File: src/trld_pkg.sv
// ----------------------------------------------------------------------------
// trld_pkg
// shared types and constants of the texture line run-length decoder
// ----------------------------------------------------------------------------
package trld_pkg;

    localparam int BYTE_W           = 8;
    localparam int COUNT_W          = 24;
    localparam int LINE_LEN_W       = 16;
    localparam int RUN_LEN_W        = 5;
    localparam int NPIX_W           = 6;
    localparam int POS_W            = 5;
    localparam int LINE_COUNT_W     = 11;
    localparam int CFG_INDEX_W      = 2;
    localparam int CFG_DATA_W       = 24;
    localparam int HEADER_BYTES     = 4;
    localparam int HDR_CNT_W        = $clog2(HEADER_BYTES);
    localparam int RESULTS_PER_STEP = 31;

    localparam int MAX_LINES_DEF       = 1024;
    localparam int CMD_QUEUE_DEPTH_DEF = 4;

    localparam logic [BYTE_W-1:0] RUN_MARK = 8'hE0;

    localparam logic [LINE_COUNT_W-1:0] LINE_COUNT_RST = 11'd64;
    localparam logic                    BIG_SIZES_RST  = 1'b0;
    localparam logic [COUNT_W-1:0]      OUT_LIMIT_RST  = 24'd4096;

    typedef enum logic [CFG_INDEX_W-1:0] {
        CFG_LINE_COUNT     = 2'd0,
        CFG_BIG_LINE_SIZES = 2'd1,
        CFG_OUT_LIMIT      = 2'd2
    } trld_cfg_index_t;

    typedef struct packed {
        logic [LINE_COUNT_W-1:0] line_count;
        logic                    big_line_sizes;
        logic [COUNT_W-1:0]      out_limit;
    } trld_cfg_t;

    // results of one input byte: npix copies of value, then an optional status
    typedef struct packed {
        logic [BYTE_W-1:0]  value;
        logic [NPIX_W-1:0]  npix;
        logic               err;
        logic               done;
        logic [COUNT_W-1:0] base;
    } trld_cmd_t;

    typedef struct packed {
        logic [BYTE_W-1:0]  pixel;
        logic               pixel_valid;
        logic               run_last;
        logic               done_res;
        logic               error;
        logic [COUNT_W-1:0] out_count;
    } trld_result_t;

endpackage

File: src/trld_cmd_queue.sv
// ----------------------------------------------------------------------------
// trld_cmd_queue
// short command fifo between the parser and the pixel sequencer
// ----------------------------------------------------------------------------
module trld_cmd_queue #(
    parameter int DEPTH = trld_pkg::CMD_QUEUE_DEPTH_DEF
) (
    input  logic                clk,
    input  logic                rst_n,
    input  logic                push,
    input  trld_pkg::trld_cmd_t push_cmd,
    output logic                full,
    input  logic                pop,
    output trld_pkg::trld_cmd_t pop_cmd,
    output logic                empty
);
    import trld_pkg::*;

    localparam int PTR_W = (DEPTH > 1) ? $clog2(DEPTH) : 1;
    localparam int CNT_W = $clog2(DEPTH + 1);

    trld_cmd_t          slot_reg [DEPTH];
    logic [PTR_W-1:0]   wr_ptr_reg, wr_ptr_next;
    logic [PTR_W-1:0]   rd_ptr_reg, rd_ptr_next;
    logic [CNT_W-1:0]   count_reg, count_next;
    logic               do_push, do_pop;

    assign full    = count_reg == CNT_W'(DEPTH);
    assign empty   = count_reg == '0;
    assign do_push = push && !full;
    assign do_pop  = pop && !empty;
    assign pop_cmd = slot_reg[rd_ptr_reg];

    always_comb
    begin
        wr_ptr_next = wr_ptr_reg;
        rd_ptr_next = rd_ptr_reg;
        count_next  = count_reg;
        if (do_push)
            wr_ptr_next = (wr_ptr_reg == PTR_W'(DEPTH - 1)) ? '0 : wr_ptr_reg + PTR_W'(1);
        if (do_pop)
            rd_ptr_next = (rd_ptr_reg == PTR_W'(DEPTH - 1)) ? '0 : rd_ptr_reg + PTR_W'(1);
        if (do_push && !do_pop)
            count_next = count_reg + CNT_W'(1);
        else if (do_pop && !do_push)
            count_next = count_reg - CNT_W'(1);
    end

    always_ff @(posedge clk)
    begin
        if (do_push)
            slot_reg[wr_ptr_reg] <= push_cmd;
    end

    always_ff @(posedge clk or negedge rst_n)
    begin
        if (!rst_n)
        begin
            wr_ptr_reg <= '0;
            rd_ptr_reg <= '0;
            count_reg  <= '0;
        end
        else
        begin
            wr_ptr_reg <= wr_ptr_next;
            rd_ptr_reg <= rd_ptr_next;
            count_reg  <= count_next;
        end
    end

endmodule

File: config.mk
export PLATFORM = sky130hd
export DESIGN_NAME = trld_cmd_queue
export DESIGN_NICKNAME = d
export VERILOG_FILES = /design/src/trld_pkg.sv /design/src/trld_cmd_queue.sv
export SDC_FILE = /design/constraint.sdc
export NUM_CORES = 1
export LEC_CHECK = 0
export ABC_AREA = 1
export CAP_MARGIN = 10
export CORE_MARGIN = 2
export CORE_UTILIZATION = 65
export DETAILED_ROUTE_END_ITERATION = 10
export DONT_BUFFER_PORTS = 1
export PLACE_DENSITY = 0.87
export SYNTH_ARGS = -nofsm -noshare
export SYNTH_HDL_FRONTEND = slang
export SYNTH_SLANG_ARGS = --single-unit
File: constraint.sdc
create_clock -name clk -period 6.6 [get_ports clk]
set_input_delay 0.33 -clock clk [delete_from_list [all_inputs] [get_ports clk]]
set_output_delay 0.33 -clock clk [all_outputs]
set_load 0.01 [all_outputs]
==> reports/results.txt, run 1 <==
Worst Path Arrival - 3020 ps
PortBufs - 0
Total I/O pin count - 86
Clock slew at reported path FFs - 60 ps
Critical Path Fanout Max - 85
Multi-input logic area - 0.00159 mm^2
WP data required - 6270 ps
Vias in the first global route - 4115
Warnings from Yosys - 0
Tot Pwr - 0.00353 W
Sequential share of the synthesized area - 70.1%
Full die area - 0.0118 mm^2
Reg2reg start - count_reg[0]$_DFFE_PN0P_
Final nets - 620
Deepest clock path buffer count - 2
Total of max-cap violations - 0
Routability Congestion - 0.739
Crit Path Class - reg2out
Overall Global Routing Usage - 23.4%
Detailed placer's ending HPWL - 7150 um
Sequential Area - 0.00498 mm^2
Vias per cell - 5.59
Share of cells above drive strength 1 - 19.4%
CTS root buffer - clkbuf_8
Drt drc - 0
DRT antenna net count - 0
Row count - 38
Max-slew violation count - 0
Post-CTS sizing - 0
CP endpoint kind - primary output
Pleak - 3.17 nW
CP Launch Type - flop
Synth Net Count - 579
Post-Synthesis Cells - 528
Hold depth - 3
CTS sink count - 167
Fmax - 298 MHz
Slowest-stage cell, CP - dfrtp_4
CTS tree - built
CP Cell Sequence - buf_4, nand2_1, o211ai_1, nand2_1
Grt ovf - 0
Worst path most repeated cell - nand2_1
CP top delay family - flip-flops
H-tree levels - 4
Number of fill cells - 627
Core footprint - 0.0107 mm^2
RSZ-0062 raised after global routing - false
Max FFs per register - 160
R2R Setup Slk - 4420 ps
Tmin final - 3350 ps
Clk Latency, worst-skew pair - 510 ps
Final Cycle Share - 50.8%
Area Overhead vs Synth - 14.7%
Worst Path Buf+Inv - 1
Layout Skew - 8.71 ps
Hold Startpoint - pop
Syn_area_per_cell - 13.5 um^2
First-pass GRT wire length - 20100 um
Worst Hold End - rd_ptr_reg[1]$_DFFE_PN0P_
Starting Density - 66.1%
Leading cell type in the layout, fill and taps excluded - edfxtp_1
Die height - 109 um
Slew HR - 31.8%
Library cells used by synthesis - 18
Worst vdd ir - 0.000244 V
Worst-margin pin slew - 1020 ps
# setup viols final - 0
R2r endpoint - count_reg[1]$_DFFE_PN0P_
PwrDens - 434 mW/mm^2
TNS Setup - 0 ps
Initial antenna violation count - 0
Hold Vio Cnt, Final - 0
Vias after detailed routing - 4039
R2r worst-path depth - 9
Post-Syn Area - 0.00710 mm^2
Status - completed
DR iter-0 viols - 319
Pre-antenna DRT Iters - 5
Average wire per standard cell - 18.1 um
Register bit total from synthesis - 167
Largest net degree at the start of global routing - 86
Die W - 109 um
Hold Path Class - in2reg
WL final - 13100 um
Commonest non-fill, non-tap cells in the layout - edfxtp_1 (160), nand2_1 (105), inv_1 (95), dlygate4sd3_1 (43)
# diodes - 0
CP max stage delay - 1100 ps
CTS Buf Count - 17
## stage by stage
step | std cells | utilization (%) | setup WS, ps | hold WS, ps | area, um^2
global route | 722 | 75.8 | 3050 | 48.4 | 8150
floorplan | 528 | - | 3750 | 34.4 | 7100
detailed placement | 647 | 66.5 | 3840 | 34.5 | 7150
CTS | 722 | 75.8 | 3280 | 10.8 | 8150
global placement | 647 | 66.5 | 3960 | 34.6 | 7150
finish | 722 | 75.8 | 3250 | 42.7 | 8150
## cells by family (layout without fill, tap and decap cells)
kind of cell | after synthesis | after routing | synth area share [%]
AND/OR/NAND/NOR | 149 | 149 | 9.09
buffers and inverters | 123 | 177 | 8.00
adder cells (fa/ha/maj) | 7 | 7 | 1.34
XOR/XNOR | 1 | 1 | 0.123
flip-flops | 167 | 167 | 70.1
AO/OA/AOI/OAI | 81 | 81 | 11.3
## report_power, final
part	leakage (nW)	internal, W	switching [W]
combinational	1.36	0.000318	0.000686
sequential	1.55	0.00140	0.000196
clock	0.270	0.000539	0.000396
total	3.17	0.00225	0.00128
## metal layers
metal | track usage, % | part of all wire, % | wire length, um | up-vias
met1 | 25.7 | 38 | 4990 | 1983
met4 | 9.80 | 1.6 | 212 | 0
met3 | 7.11 | 5.9 | 777 | 20
li1 | - | - | - | 1899
met2 | 42.0 | 54 | 7090 | 137
met5 | 0 | 0 | 0 | -
## tightest hold or removal path, stage by stage
cell and delay (ps):
nand2_1 70, nand2_1 70, nand2_1 50
## how the worst max path moves through the flow
stage	start	endpoint	slack, ps	depth (start not counted)
after global routing	rd_ptr_reg[0]$_DFFE_PN0P_	pop_cmd[37]	3050	4
after floorplan	count_reg[0]$_DFFE_PN0P_	slot_reg[0][0]$_DFFE_PP_	3750	4
final	rd_ptr_reg[0]$_DFFE_PN0P_	pop_cmd[37]	3250	4
after CTS	rd_ptr_reg[0]$_DFFE_PN0P_	pop_cmd[1]	3280	4
after detailed placement	rd_ptr_reg[0]$_DFFE_PN0P_	pop_cmd[1]	3840	4
after global placement	rd_ptr_reg[0]$_DFFE_PN0P_	pop_cmd[19]	3960	3
## cell type report
| type | instances | share of cell area [%] |
|---|---|---|
| flip-flops and latches | 167 | 61.2 |
| multi-input cells | 238 | 19.5 |
| repair buffers | 49 | 5.84 |
| clock buffers | 17 | 5.08 |
| inverters | 96 | 4.42 |
| well taps | 140 | 2.15 |
| clock inverters | 15 | 1.87 |
## cell usage after synthesis (all sizes together)
master  number  share of area [%]
fa           1               0.28
edfxtp     160                 68
o211ai      80                 11
dfrtp        7                2.5
o21ai        1              0.070
buf         27                2.9
inv         95                5.0
ha           6                1.1
nand2      135                8.2
nor2         6               0.32
xnor2        1               0.12
nand3        7               0.49
nand4        1              0.088
clkinv       1              0.053
## repair_timing
action | CTS | global route
hold buffers | 43 | 0
hold endpoints to repair | 171 | 0
buffers inserted | 0 | 0
Note: power is estimated with default switching activity, not from simulation.
==> run 2, diff against run 1 <==
--- a/config.mk
+++ b/config.mk
@@ -8,10 +8,10 @@
 export ABC_AREA = 1
 export CAP_MARGIN = 10
 export CORE_MARGIN = 2
-export CORE_UTILIZATION = 65
+export CORE_UTILIZATION = 57
 export DETAILED_ROUTE_END_ITERATION = 10
 export DONT_BUFFER_PORTS = 1
-export PLACE_DENSITY = 0.87
+export PLACE_DENSITY = 0.81
 export SYNTH_ARGS = -nofsm -noshare
 export SYNTH_HDL_FRONTEND = slang
 export SYNTH_SLANG_ARGS = --single-unit
==> constraint.sdc (replaced) <==
create_clock -name clk -period 2.75 [get_ports clk]
set_input_delay 0.1375 -clock clk [delete_from_list [all_inputs] [get_ports clk]]
set_output_delay 0.1375 -clock clk [all_outputs]
set_load 0.01 [all_outputs]
==> reports/results.txt, run 2 (synthesized netlist as in run 1, its figures left out) <==
H-tree levels - 4
Starting Density - 58.6%
Hold Path Class - in2async
Row count - 40
Core footprint - 0.0121 mm^2
Fmax - 457 MHz
Design Area, Final - 0.00825 mm^2
Beginning of the critical path - rd_ptr_reg[0]$_DFFE_PN0P_
Total of max-cap violations - 0
Die height - 116 um
Status - completed
Share of cells above drive strength 1 - 18.7%
Drt drc - 0
Worst-margin pin slew - 688 ps
Initial antenna violation count - 0
CP endpoint kind - primary output
Tmin final - 2190 ps
Max-slew violation count - 0
DR iter-0 viols - 281
Slew HR - 54.2%
Area after DPL - 0.00728 mm^2
Reg2reg start - count_reg[1]$_DFFE_PN0P_
Vias after detailed routing - 3907
WP data required - 2610 ps
CTS root buffer - clkbuf_16
Routability Congestion - 0.757
Vias in the first global route - 3948
# setup viols final - 0
CTS sink count - 167
First-pass GRT wire length - 19800 um
Worst vdd ir - 0.000632 V
Hold Vio Cnt, Final - 0
Crit Path Class - reg2out
Average wire per standard cell - 16.4 um
RSZ-0062 raised after global routing - false
Clk Latency, worst-skew pair - 410 ps
Final Cycle Share - 79.5%
Overall Global Routing Usage - 20.0%
Commonest non-fill, non-tap cells in the layout - edfxtp_1 (160), nand2_1 (105), inv_1 (95), dlygate4sd3_1 (43)
Deepest clock path buffer count - 2
Worst Path Arrival - 2050 ps
Clock slew at reported path FFs - 60 ps
DRT antenna net count - 0
Pre-antenna DRT Iters - 6
Detailed placer's ending HPWL - 7070 um
Multi-input logic area - 0.00159 mm^2
Full die area - 0.0134 mm^2
R2r endpoint - count_reg[1]$_DFFE_PN0P_
Layout Skew - 4.88 ps
R2R Setup Slk - 620 ps
Setup crit end - pop_cmd[38]
# diodes - 0
Pleak - 3.21 nW
Grt ovf - 0
Final Util - 68.2%
Final nets - 623
Die W - 116 um
CTS Buf Count - 17
Area Overhead vs Synth - 16.2%
Vias per cell - 5.23
WL final - 12300 um
CP Launch Type - flop
Number of fill cells - 844
CTS tree - built
Sequential Area - 0.00498 mm^2
PortBufs - 0
TNS Setup - 0 ps
Critical Path Fanout Max - 58
Total I/O pin count - 86
R2r worst-path depth - 9
Leading cell type in the layout, fill and taps excluded - edfxtp_1
PwrDens - 1040 mW/mm^2
Max FFs per register - 160
Largest net degree at the start of global routing - 59
-- run 2: area by class of cell --
class                      instances  share of cell area [%]
inverter                          96                    4.37
timing repair buffer              52                    6.94
tap                              168                    2.55
sequential                       167                    60.4
clock buffer                      18                    5.20
multi-input combinational        238                    19.2
clock inverter                     8                    1.35
-- run 2: critical path, cell delays in order (launching register included) --
cell	delay [ps]
dfrtp_4	880
buf_4	400
nand2_1	100
o211ai_1	100
nand2_1	160
-- run 2: metal layers --
layer  track usage (%)  share of wire, %
met5                 0                 0
met4              9.52               2.1
met3              6.38               5.7
met2              33.3                52
met1              23.7                40
-- run 2: what timing repair did --
action	in CTS	in global routing
setup buffers	0	0
gates resized for setup	0	0
setup endpoints to repair	0	0
hold buffers	43	0
endpoints found under the hold margin	171	0
-- run 2: power by group --
part	internal, W	switching [W]
registers	0.00335	0.000295
clock network	0.00138	0.000835
logic	0.000876	0.00182
-- run 2: how the worst min path moves through the flow --
stage	startpoint	to	cells after the start	slack [ps]
floorplan	rst_n	count_reg[0]$_DFFE_PN0P_	0	-160
global placement	rst_n	wr_ptr_reg[0]$_DFFE_PN0P_	0	-160
detailed placement	rst_n	wr_ptr_reg[1]$_DFFE_PN0P_	0	-160
CTS	rst_n	wr_ptr_reg[1]$_DFFE_PN0P_	1	40
global route	rst_n	wr_ptr_reg[1]$_DFFE_PN0P_	1	70
finish	rst_n	wr_ptr_reg[1]$_DFFE_PN0P_	1	60
-- run 2: per-stage QoR --
stage	hold slack (ps)	instances	total power, W	setup slack (ps)
5_1_grt	68.2	747	0.00905	412
6_report	60.7	747	0.00856	563
3_5_place_dp	-158	678	0.00636	642
4_1_cts	43.4	747	0.00865	542
2_1_floorplan	-158	528	0.00583	-98.9
3_3_place_gp	-158	678	0.00623	727
