$ cat src/trld_pkg.sv
// ----------------------------------------------------------------------------
// trld_pkg
// shared types and constants of the texture line run-length decoder
// ----------------------------------------------------------------------------
package trld_pkg;

    localparam int BYTE_W           = 8;
    localparam int COUNT_W          = 24;
    localparam int LINE_LEN_W       = 16;
    localparam int RUN_LEN_W        = 5;
    localparam int NPIX_W           = 6;
    localparam int POS_W            = 5;
    localparam int LINE_COUNT_W     = 11;
    localparam int CFG_INDEX_W      = 2;
    localparam int CFG_DATA_W       = 24;
    localparam int HEADER_BYTES     = 4;
    localparam int HDR_CNT_W        = $clog2(HEADER_BYTES);
    localparam int RESULTS_PER_STEP = 31;

    localparam int MAX_LINES_DEF       = 1024;
    localparam int CMD_QUEUE_DEPTH_DEF = 4;

    localparam logic [BYTE_W-1:0] RUN_MARK = 8'hE0;

    localparam logic [LINE_COUNT_W-1:0] LINE_COUNT_RST = 11'd64;
    localparam logic                    BIG_SIZES_RST  = 1'b0;
    localparam logic [COUNT_W-1:0]      OUT_LIMIT_RST  = 24'd4096;

    typedef enum logic [CFG_INDEX_W-1:0] {
        CFG_LINE_COUNT     = 2'd0,
        CFG_BIG_LINE_SIZES = 2'd1,
        CFG_OUT_LIMIT      = 2'd2
    } trld_cfg_index_t;

    typedef struct packed {
        logic [LINE_COUNT_W-1:0] line_count;
        logic                    big_line_sizes;
        logic [COUNT_W-1:0]      out_limit;
    } trld_cfg_t;

    // results of one input byte: npix copies of value, then an optional status
    typedef struct packed {
        logic [BYTE_W-1:0]  value;
        logic [NPIX_W-1:0]  npix;
        logic               err;
        logic               done;
        logic [COUNT_W-1:0] base;
    } trld_cmd_t;

    typedef struct packed {
        logic [BYTE_W-1:0]  pixel;
        logic               pixel_valid;
        logic               run_last;
        logic               done_res;
        logic               error;
        logic [COUNT_W-1:0] out_count;
    } trld_result_t;

endpackage

$ cat src/trld_out_if.sv
// ----------------------------------------------------------------------------
// trld_out_if
// expanded pixel channel, one result per transfer
// ----------------------------------------------------------------------------
interface trld_out_if;
    import trld_pkg::*;

    logic               valid;
    logic               ready;
    logic [BYTE_W-1:0]  pixel;
    logic               pixel_valid;
    logic               run_last;
    logic               done_res;
    logic               error;
    logic [COUNT_W-1:0] out_count;

    modport source (output valid, output pixel, output pixel_valid, output run_last,
                    output done_res, output error, output out_count, input ready);
    modport sink   (input valid, input pixel, input pixel_valid, input run_last,
                    input done_res, input error, input out_count, output ready);
endinterface

$ cat src/trld_back.sv
// ----------------------------------------------------------------------------
// trld_back
// expands commands into result items, one per free cycle, with output register
// ----------------------------------------------------------------------------
module trld_back (
    input  logic                clk,
    input  logic                rst_n,
    input  logic                queue_empty,
    input  trld_pkg::trld_cmd_t pop_cmd,
    output logic                pop,
    trld_out_if.source          out_ch
);
    import trld_pkg::*;

    function automatic logic [NPIX_W-1:0] result_total(input trld_cmd_t c);
        logic status;
        status = c.err || (c.done && (c.npix == '0));
        return c.npix + NPIX_W'(status);
    endfunction

    logic               busy_reg, busy_next;
    trld_cmd_t          cmd_reg, cmd_next;
    logic [COUNT_W-1:0] cnt_reg, cnt_next;
    logic [NPIX_W-1:0]  idx_reg, idx_next;
    logic [POS_W-1:0]   pos_reg, pos_next;
    logic               held_valid_reg, held_valid_next;
    trld_result_t       held_reg, held_next;
    logic               out_valid_reg, out_valid_next;
    trld_result_t       out_reg, out_next;

    logic               out_free, last, is_pix;
    logic [NPIX_W-1:0]  nres;
    trld_result_t       item;

    assign out_free = !out_valid_reg || out_ch.ready;
    assign nres     = result_total(cmd_reg);
    assign is_pix   = idx_reg < cmd_reg.npix;

    always_comb
    begin
        busy_next       = busy_reg;
        cmd_next        = cmd_reg;
        cnt_next        = cnt_reg;
        idx_next        = idx_reg;
        pos_next        = pos_reg;
        held_valid_next = held_valid_reg;
        held_next       = held_reg;
        out_valid_next  = out_valid_reg && !out_ch.ready;
        out_next        = out_reg;
        pop             = 1'b0;
        last            = idx_reg == (nres - NPIX_W'(1));
        item.pixel       = is_pix ? cmd_reg.value : '0;
        item.pixel_valid = is_pix;
        item.run_last    = 1'b0;
        item.done_res    = cmd_reg.done && last;
        item.error       = !is_pix && cmd_reg.err;
        item.out_count   = is_pix ? cnt_reg + COUNT_W'(1) : cnt_reg;

        if (!busy_reg)
        begin
            if (!queue_empty)
            begin
                pop       = 1'b1;
                cmd_next  = pop_cmd;
                cnt_next  = pop_cmd.base;
                idx_next  = '0;
                pos_next  = '0;
                busy_next = (result_total(pop_cmd) != '0) || held_valid_reg;
            end
        end
        else if (out_free)
        begin
            if (held_valid_reg)
            begin
                // carried result opens the step
                out_next          = held_reg;
                out_next.run_last = nres == '0;
                out_valid_next    = 1'b1;
                held_valid_next   = 1'b0;
                pos_next          = POS_W'(1);
                if (nres == '0)
                    busy_next = 1'b0;
            end
            else
            begin
                if (pos_reg == POS_W'(RESULTS_PER_STEP))
                begin
                    held_next       = item;
                    held_valid_next = 1'b1;
                end
                else
                begin
                    out_next          = item;
                    out_next.run_last = last || (pos_reg == POS_W'(RESULTS_PER_STEP - 1));
                    out_valid_next    = 1'b1;
                    pos_next          = pos_reg + POS_W'(1);
                end
                idx_next = idx_reg + NPIX_W'(1);
                if (is_pix)
                    cnt_next = cnt_reg + COUNT_W'(1);
                if (last)
                    busy_next = 1'b0;
            end
        end
    end

    assign out_ch.valid       = out_valid_reg;
    assign out_ch.pixel       = out_reg.pixel;
    assign out_ch.pixel_valid = out_reg.pixel_valid;
    assign out_ch.run_last    = out_reg.run_last;
    assign out_ch.done_res    = out_reg.done_res;
    assign out_ch.error       = out_reg.error;
    assign out_ch.out_count   = out_reg.out_count;

    always_ff @(posedge clk or negedge rst_n)
    begin
        if (!rst_n)
        begin
            busy_reg       <= 1'b0;
            held_valid_reg <= 1'b0;
            out_valid_reg  <= 1'b0;
            idx_reg        <= '0;
            pos_reg        <= '0;
        end
        else
        begin
            busy_reg       <= busy_next;
            held_valid_reg <= held_valid_next;
            out_valid_reg  <= out_valid_next;
            idx_reg        <= idx_next;
            pos_reg        <= pos_next;
        end
    end

    always_ff @(posedge clk)
    begin
        cmd_reg  <= cmd_next;
        cnt_reg  <= cnt_next;
        held_reg <= held_next;
        out_reg  <= out_next;
    end

endmodule

$ cat src/flat_wrapper.sv
// flat-port wrapper written by rule: the top's interface ports become plain ports
module trld_back_flat import trld_pkg::*;
  (clk, rst_n, queue_empty, pop_cmd, pop, out_ch_valid, out_ch_pixel, out_ch_pixel_valid, out_ch_run_last, out_ch_done_res, out_ch_error, out_ch_out_count, out_ch_ready);
  trld_out_if out_ch_i ();
  input  logic clk;
  input  logic rst_n;
  input  logic queue_empty;
  input  trld_pkg::trld_cmd_t pop_cmd;
  output logic pop;
  output wire logic [$bits(out_ch_i.valid)-1:0] out_ch_valid;
  output wire logic [$bits(out_ch_i.pixel)-1:0] out_ch_pixel;
  output wire logic [$bits(out_ch_i.pixel_valid)-1:0] out_ch_pixel_valid;
  output wire logic [$bits(out_ch_i.run_last)-1:0] out_ch_run_last;
  output wire logic [$bits(out_ch_i.done_res)-1:0] out_ch_done_res;
  output wire logic [$bits(out_ch_i.error)-1:0] out_ch_error;
  output wire logic [$bits(out_ch_i.out_count)-1:0] out_ch_out_count;
  input wire logic [$bits(out_ch_i.ready)-1:0] out_ch_ready;
  assign out_ch_valid = out_ch_i.valid;
  assign out_ch_pixel = out_ch_i.pixel;
  assign out_ch_pixel_valid = out_ch_i.pixel_valid;
  assign out_ch_run_last = out_ch_i.run_last;
  assign out_ch_done_res = out_ch_i.done_res;
  assign out_ch_error = out_ch_i.error;
  assign out_ch_out_count = out_ch_i.out_count;
  assign out_ch_i.ready = out_ch_ready;
  trld_back u_core (.clk(clk), .rst_n(rst_n), .queue_empty(queue_empty), .pop_cmd(pop_cmd), .pop(pop), .out_ch(out_ch_i));
endmodule
$ cat config.mk
export PLATFORM = sky130hd
export DESIGN_NAME = trld_back_flat
export DESIGN_NICKNAME = d
export VERILOG_FILES = /design/src/trld_pkg.sv /design/src/trld_out_if.sv /design/src/trld_back.sv /design/src/flat_wrapper.sv
export SDC_FILE = /design/constraint.sdc
export NUM_CORES = 1
export LEC_CHECK = 0
export BUFFER_PORTS_ARGS = -buffer_cell sky130_fd_sc_hd__buf_4
export CAP_MARGIN = 10
export CELL_PAD_IN_SITES_DETAIL_PLACEMENT = 1
export CELL_PAD_IN_SITES_GLOBAL_PLACEMENT = 2
export CORE_MARGIN = 2
export CORE_UTILIZATION = 41
export DETAILED_ROUTE_END_ITERATION = 7
export GPL_ROUTABILITY_DRIVEN = 0
export GPL_TIMING_DRIVEN = 0
export PLACE_DENSITY_LB_ADDON = 0.1
export RECOVER_POWER = 100
export SYNTH_ARGS = -nofsm -noshare
export SYNTH_HDL_FRONTEND = slang
export SYNTH_SLANG_ARGS = --single-unit
$ cat constraint.sdc
create_clock -name clk -period 5.5 [get_ports clk]
set_clock_uncertainty 0.1 [all_clocks]
set_input_delay 1.375 -clock clk [delete_from_list [all_inputs] [get_ports clk]]
set_output_delay 1.375 -clock clk [all_outputs]
set_load 0.01 [all_outputs]
==> impl_metrics.py <==
metrics = {
    "global_route": {
        "overflow": 0,
        "grt_start_max_net_pins": 22,
        "grt_pass1_vias": 4137,
        "grt_pass1_wl_um": 22300,
        "grtUsageTotal_pct": 18.1,
        "antenna_found_initial": 0,
    },
    "yosys": {
        "netlist.area_leader.share_pct": 54.7,
        "synth_flop_cell": "edfxtp_1",
        "yosys-top-cells-count": "111 x edfxtp_1, 55 x mux2_2, 19 x nor2_1",
        "synth.largest_area_cell": "edfxtp_1",
        "yosysSeqAreaShare_pct": 60.5,
        "synth_fa_ha_area_share_pct": 3.29,
        "synth_cell_type_count": 57,
        "syn_area_um2": 6090,
        "synth-seq-cells": 125,
        "syn-instance-count": 411,
        "synth_area_leaders": "edfxtp_1 55%, mux2_2 10%, dfrtp_1 5.8%",
        "synth-compound-area-share_pct": 4.44,
        "synth_top_family_by_area": "simple AND/OR/NAND/NOR gates",
        "async_flop_share_pct": 11.2,
        "muxShareOfSynthArea_pct": 10.9,
        "synth_enable_flop_cells": 111,
        "ys_warn_count": 0,
        "synthXorXnorAreaFrac_pct": 6.90,
        "synthSimpleGateAreaFrac_pct": 11.8,
        "yosysMostFrequentCell": "edfxtp_1",
        "synth.avg_cell_area_um2": 14.8,
        "syn_nets": 471,
    },
    "placement": {
        "place_ws_ns": 1.67,
        "dp_hpwl_um": 9480,
        "io_buffer_count": 81,
    },
    "timing": {
        "period_minus_slack_ns": 4.36,
        "worst_slew_pin_slew_ns": 1.60,
        "fmax_mhz": 229,
        "post-route-period-util_pct": 79.3,
        "rsz0062_at_grt": "false",
        "finalHoldViolCount": 0,
        "slew_violations": 21,
        "slew_headroom_pct": -6.95,
        "hold-worst-slack_ns": 0.410,
        "fin_ws_ns": 1.14,
        "finalSetupViolCount": 0,
    },
    "detailed_routing": {
        "num_vias": 3705,
        "wl_per_cell_um": 19.0,
        "drt_wl_total_um": 13600,
        "detail-route-antenna-nets": 0,
        "initialDrtViolationCount": 169,
        "drc_errors": 0,
        "viasPerCell": 5.19,
        "drt_pre_antenna_iters": 4,
    },
    "die": {
        "die_w_um": 126,
        "core-area_um2": 14500,
        "die_area_um2": 15800,
        "die_h_um": 126,
        "io_pins": 82,
        "start_util_pct": 41.9,
        "row_count": 44,
    },
    "clock_network": {
        "cts_tree": "built",
        "cts.sinks": 125,
        "cts_root_buffer": "clkbuf_16",
        "cts_made_buffers": 17,
        "post_cts_resized": 0,
        "path_clk_slew_ns": 0.06,
        "ctsHoldBuffers": 0,
        "postCtsSetupRepairBufs": 0,
        "clk_latency_ns": 0.41,
        "cts_buffer_depth": 2,
        "htreeDepth": 4,
    },
    "power": {
        "p_leak_nw": 2.61,
        "clkPwrFrac_pct": 33.9,
        "powerDensity_nw_per_um2": 454,
        "power.internal_mw": 2.32,
        "p_sw_mw": 0.964,
        "power_frac_seq_pct": 43.0,
        "p_sw_share_pct": 29.4,
        "ir_worst_vdd_mv": 0.204,
        "power_frac_comb_pct": 23.1,
    },
    "outcome": {
        "violations": "capacitance limit, slew limit",
        "status": "finished, violations left",
    },
    "setup_path": {
        "worstSetupEndpointType": "flop",
        "cp.arrival_ns": 4.42,
        "cp_max_fo": 10,
        "crit_type": "reg -> reg",
        "cp-start-kind": "flop",
        "required_ns": 5.56,
    },
    "finish": {
        "post-route-util_pct": 49.8,
        "drive_gt1_share_pct": 26.0,
        "diodes": 0,
        "syn_to_final_growth_pct": 18.8,
        "largest_reg_flops": 35,
        "nNetsFinal": 577,
    },
    "hold_path": {
        "min_path_type": "reg -> reg",
    },
    "job": {
        "cap_violations": 2,
    },
}
cell usage in the layout, fill, tap and decap left out, types with 2 or more instances in the layout:
cell	n
a21boi_0	2
a21o_1	4
a21oi_1	5
a31oi_1	3
and2_0	9
and3_1	10
buf_4	25
bufinv_16	3
clkbuf_1	66
clkbuf_16	17
clkbuf_4	10
clkinv_1	3
clkinv_2	5
dfrtp_1	14
edfxtp_1	111
ha_1	16
inv_1	11
mux2_1	2
mux2_2	54
mux2_4	2
nand2_1	16
nand2_4	3
nand2b_1	3
nand3_1	9
nand3_4	4
nand4_1	16
nand4_4	3
nor2_1	19
nor3_1	2
nor4_1	4
nor4b_1	2
o211ai_1	2
o21ai_0	12
o31ai_1	4
xnor2_1	27
xor2_1	9
critical path, stage by stage, from the launching register on:
cell and delay, ns:
edfxtp_1 0.47, inv_1 0.08, ha_1 0.27, a21o_1 0.12, a21oi_1 0.07, o21ai_0 1.15
clkinv_1 0.26, clkbuf_1 0.34, clkbuf_1 0.58, nand2_4 0.23, xnor2_1 0.13, mux2_2 0.30
layout make-up:
type	count	area, um^2
plain buffers	14	57.6
clock buffers	19	433
clock inverters	13	148
fillers	1451	7300
inverters	13	48.8
multi-input cells	259	2170
flip-flops and latches	125	3680
well taps	184	230
repair buffers	87	465
stage by stage:
stage	total power, mW	area [um^2]	cells	TNS, ns
after global placement	2.28	6930	676	-31.25
after global routing	3.45	7230	714	0
final	3.28	7230	714	0
after detailed placement	2.33	7060	682	0
after floorplan	2.01	6090	411	0
after CTS	3.46	7640	714	0
cell families after synthesis:
| kind of cell | count (synthesis) |
|---|---|
| adders and majority gates | 16 |
| AOI/OAI and AO/OA | 39 |
| DFF | 125 |
| and+or+nand+nor | 109 |
| buffers and inverters | 27 |
| muxes | 58 |
| xor gates and xnor gates | 37 |
power by group through the flow:
stage               clock (mW)  combinational, mW  sequential (mW)
finish                    1.11              0.759             1.41
global route              1.17              0.847             1.43
CTS                       1.14              0.903             1.42
detailed placement           0              0.892             1.43
global placement             0              0.848             1.43
floorplan                    0              0.569             1.44
routing by layer:
| metal | track usage, % | up-vias | part of all wire, % |
|---|---|---|---|
| met5 | 0 | - | 0 |
| li1 | - | 1769 | - |
| met1 | 22.1 | 1855 | 44 |
| met2 | 31.4 | 65 | 52 |
| met3 | 3.65 | 16 | 3.0 |
| met4 | 7.11 | 0 | 1.6 |
path summary, 6_finish.rpt:
path | slack, ns | startpoint | cells past startpoint | to
setup / recovery | 1.14 | u_core.cmd_reg[27] | 11 | u_core.cnt_reg[2]
hold / removal | 0.41 | u_core.pos_reg[3] | 1 | u_core.pos_reg[3]
setup reg to reg | 1.14 | u_core.cmd_reg[27] | 11 | u_core.cnt_reg[2]
hold reg to reg | 0.41 | u_core.pos_reg[3] | 1 | u_core.pos_reg[3]
max in group asynchronous | 3.77 | rst_n | 1 | u_core.idx_reg[0]
min in group asynchronous | 0.97 | rst_n | 1 | u_core.pos_reg[2]
No activity file was read; power rests on OpenSTA's default activity.
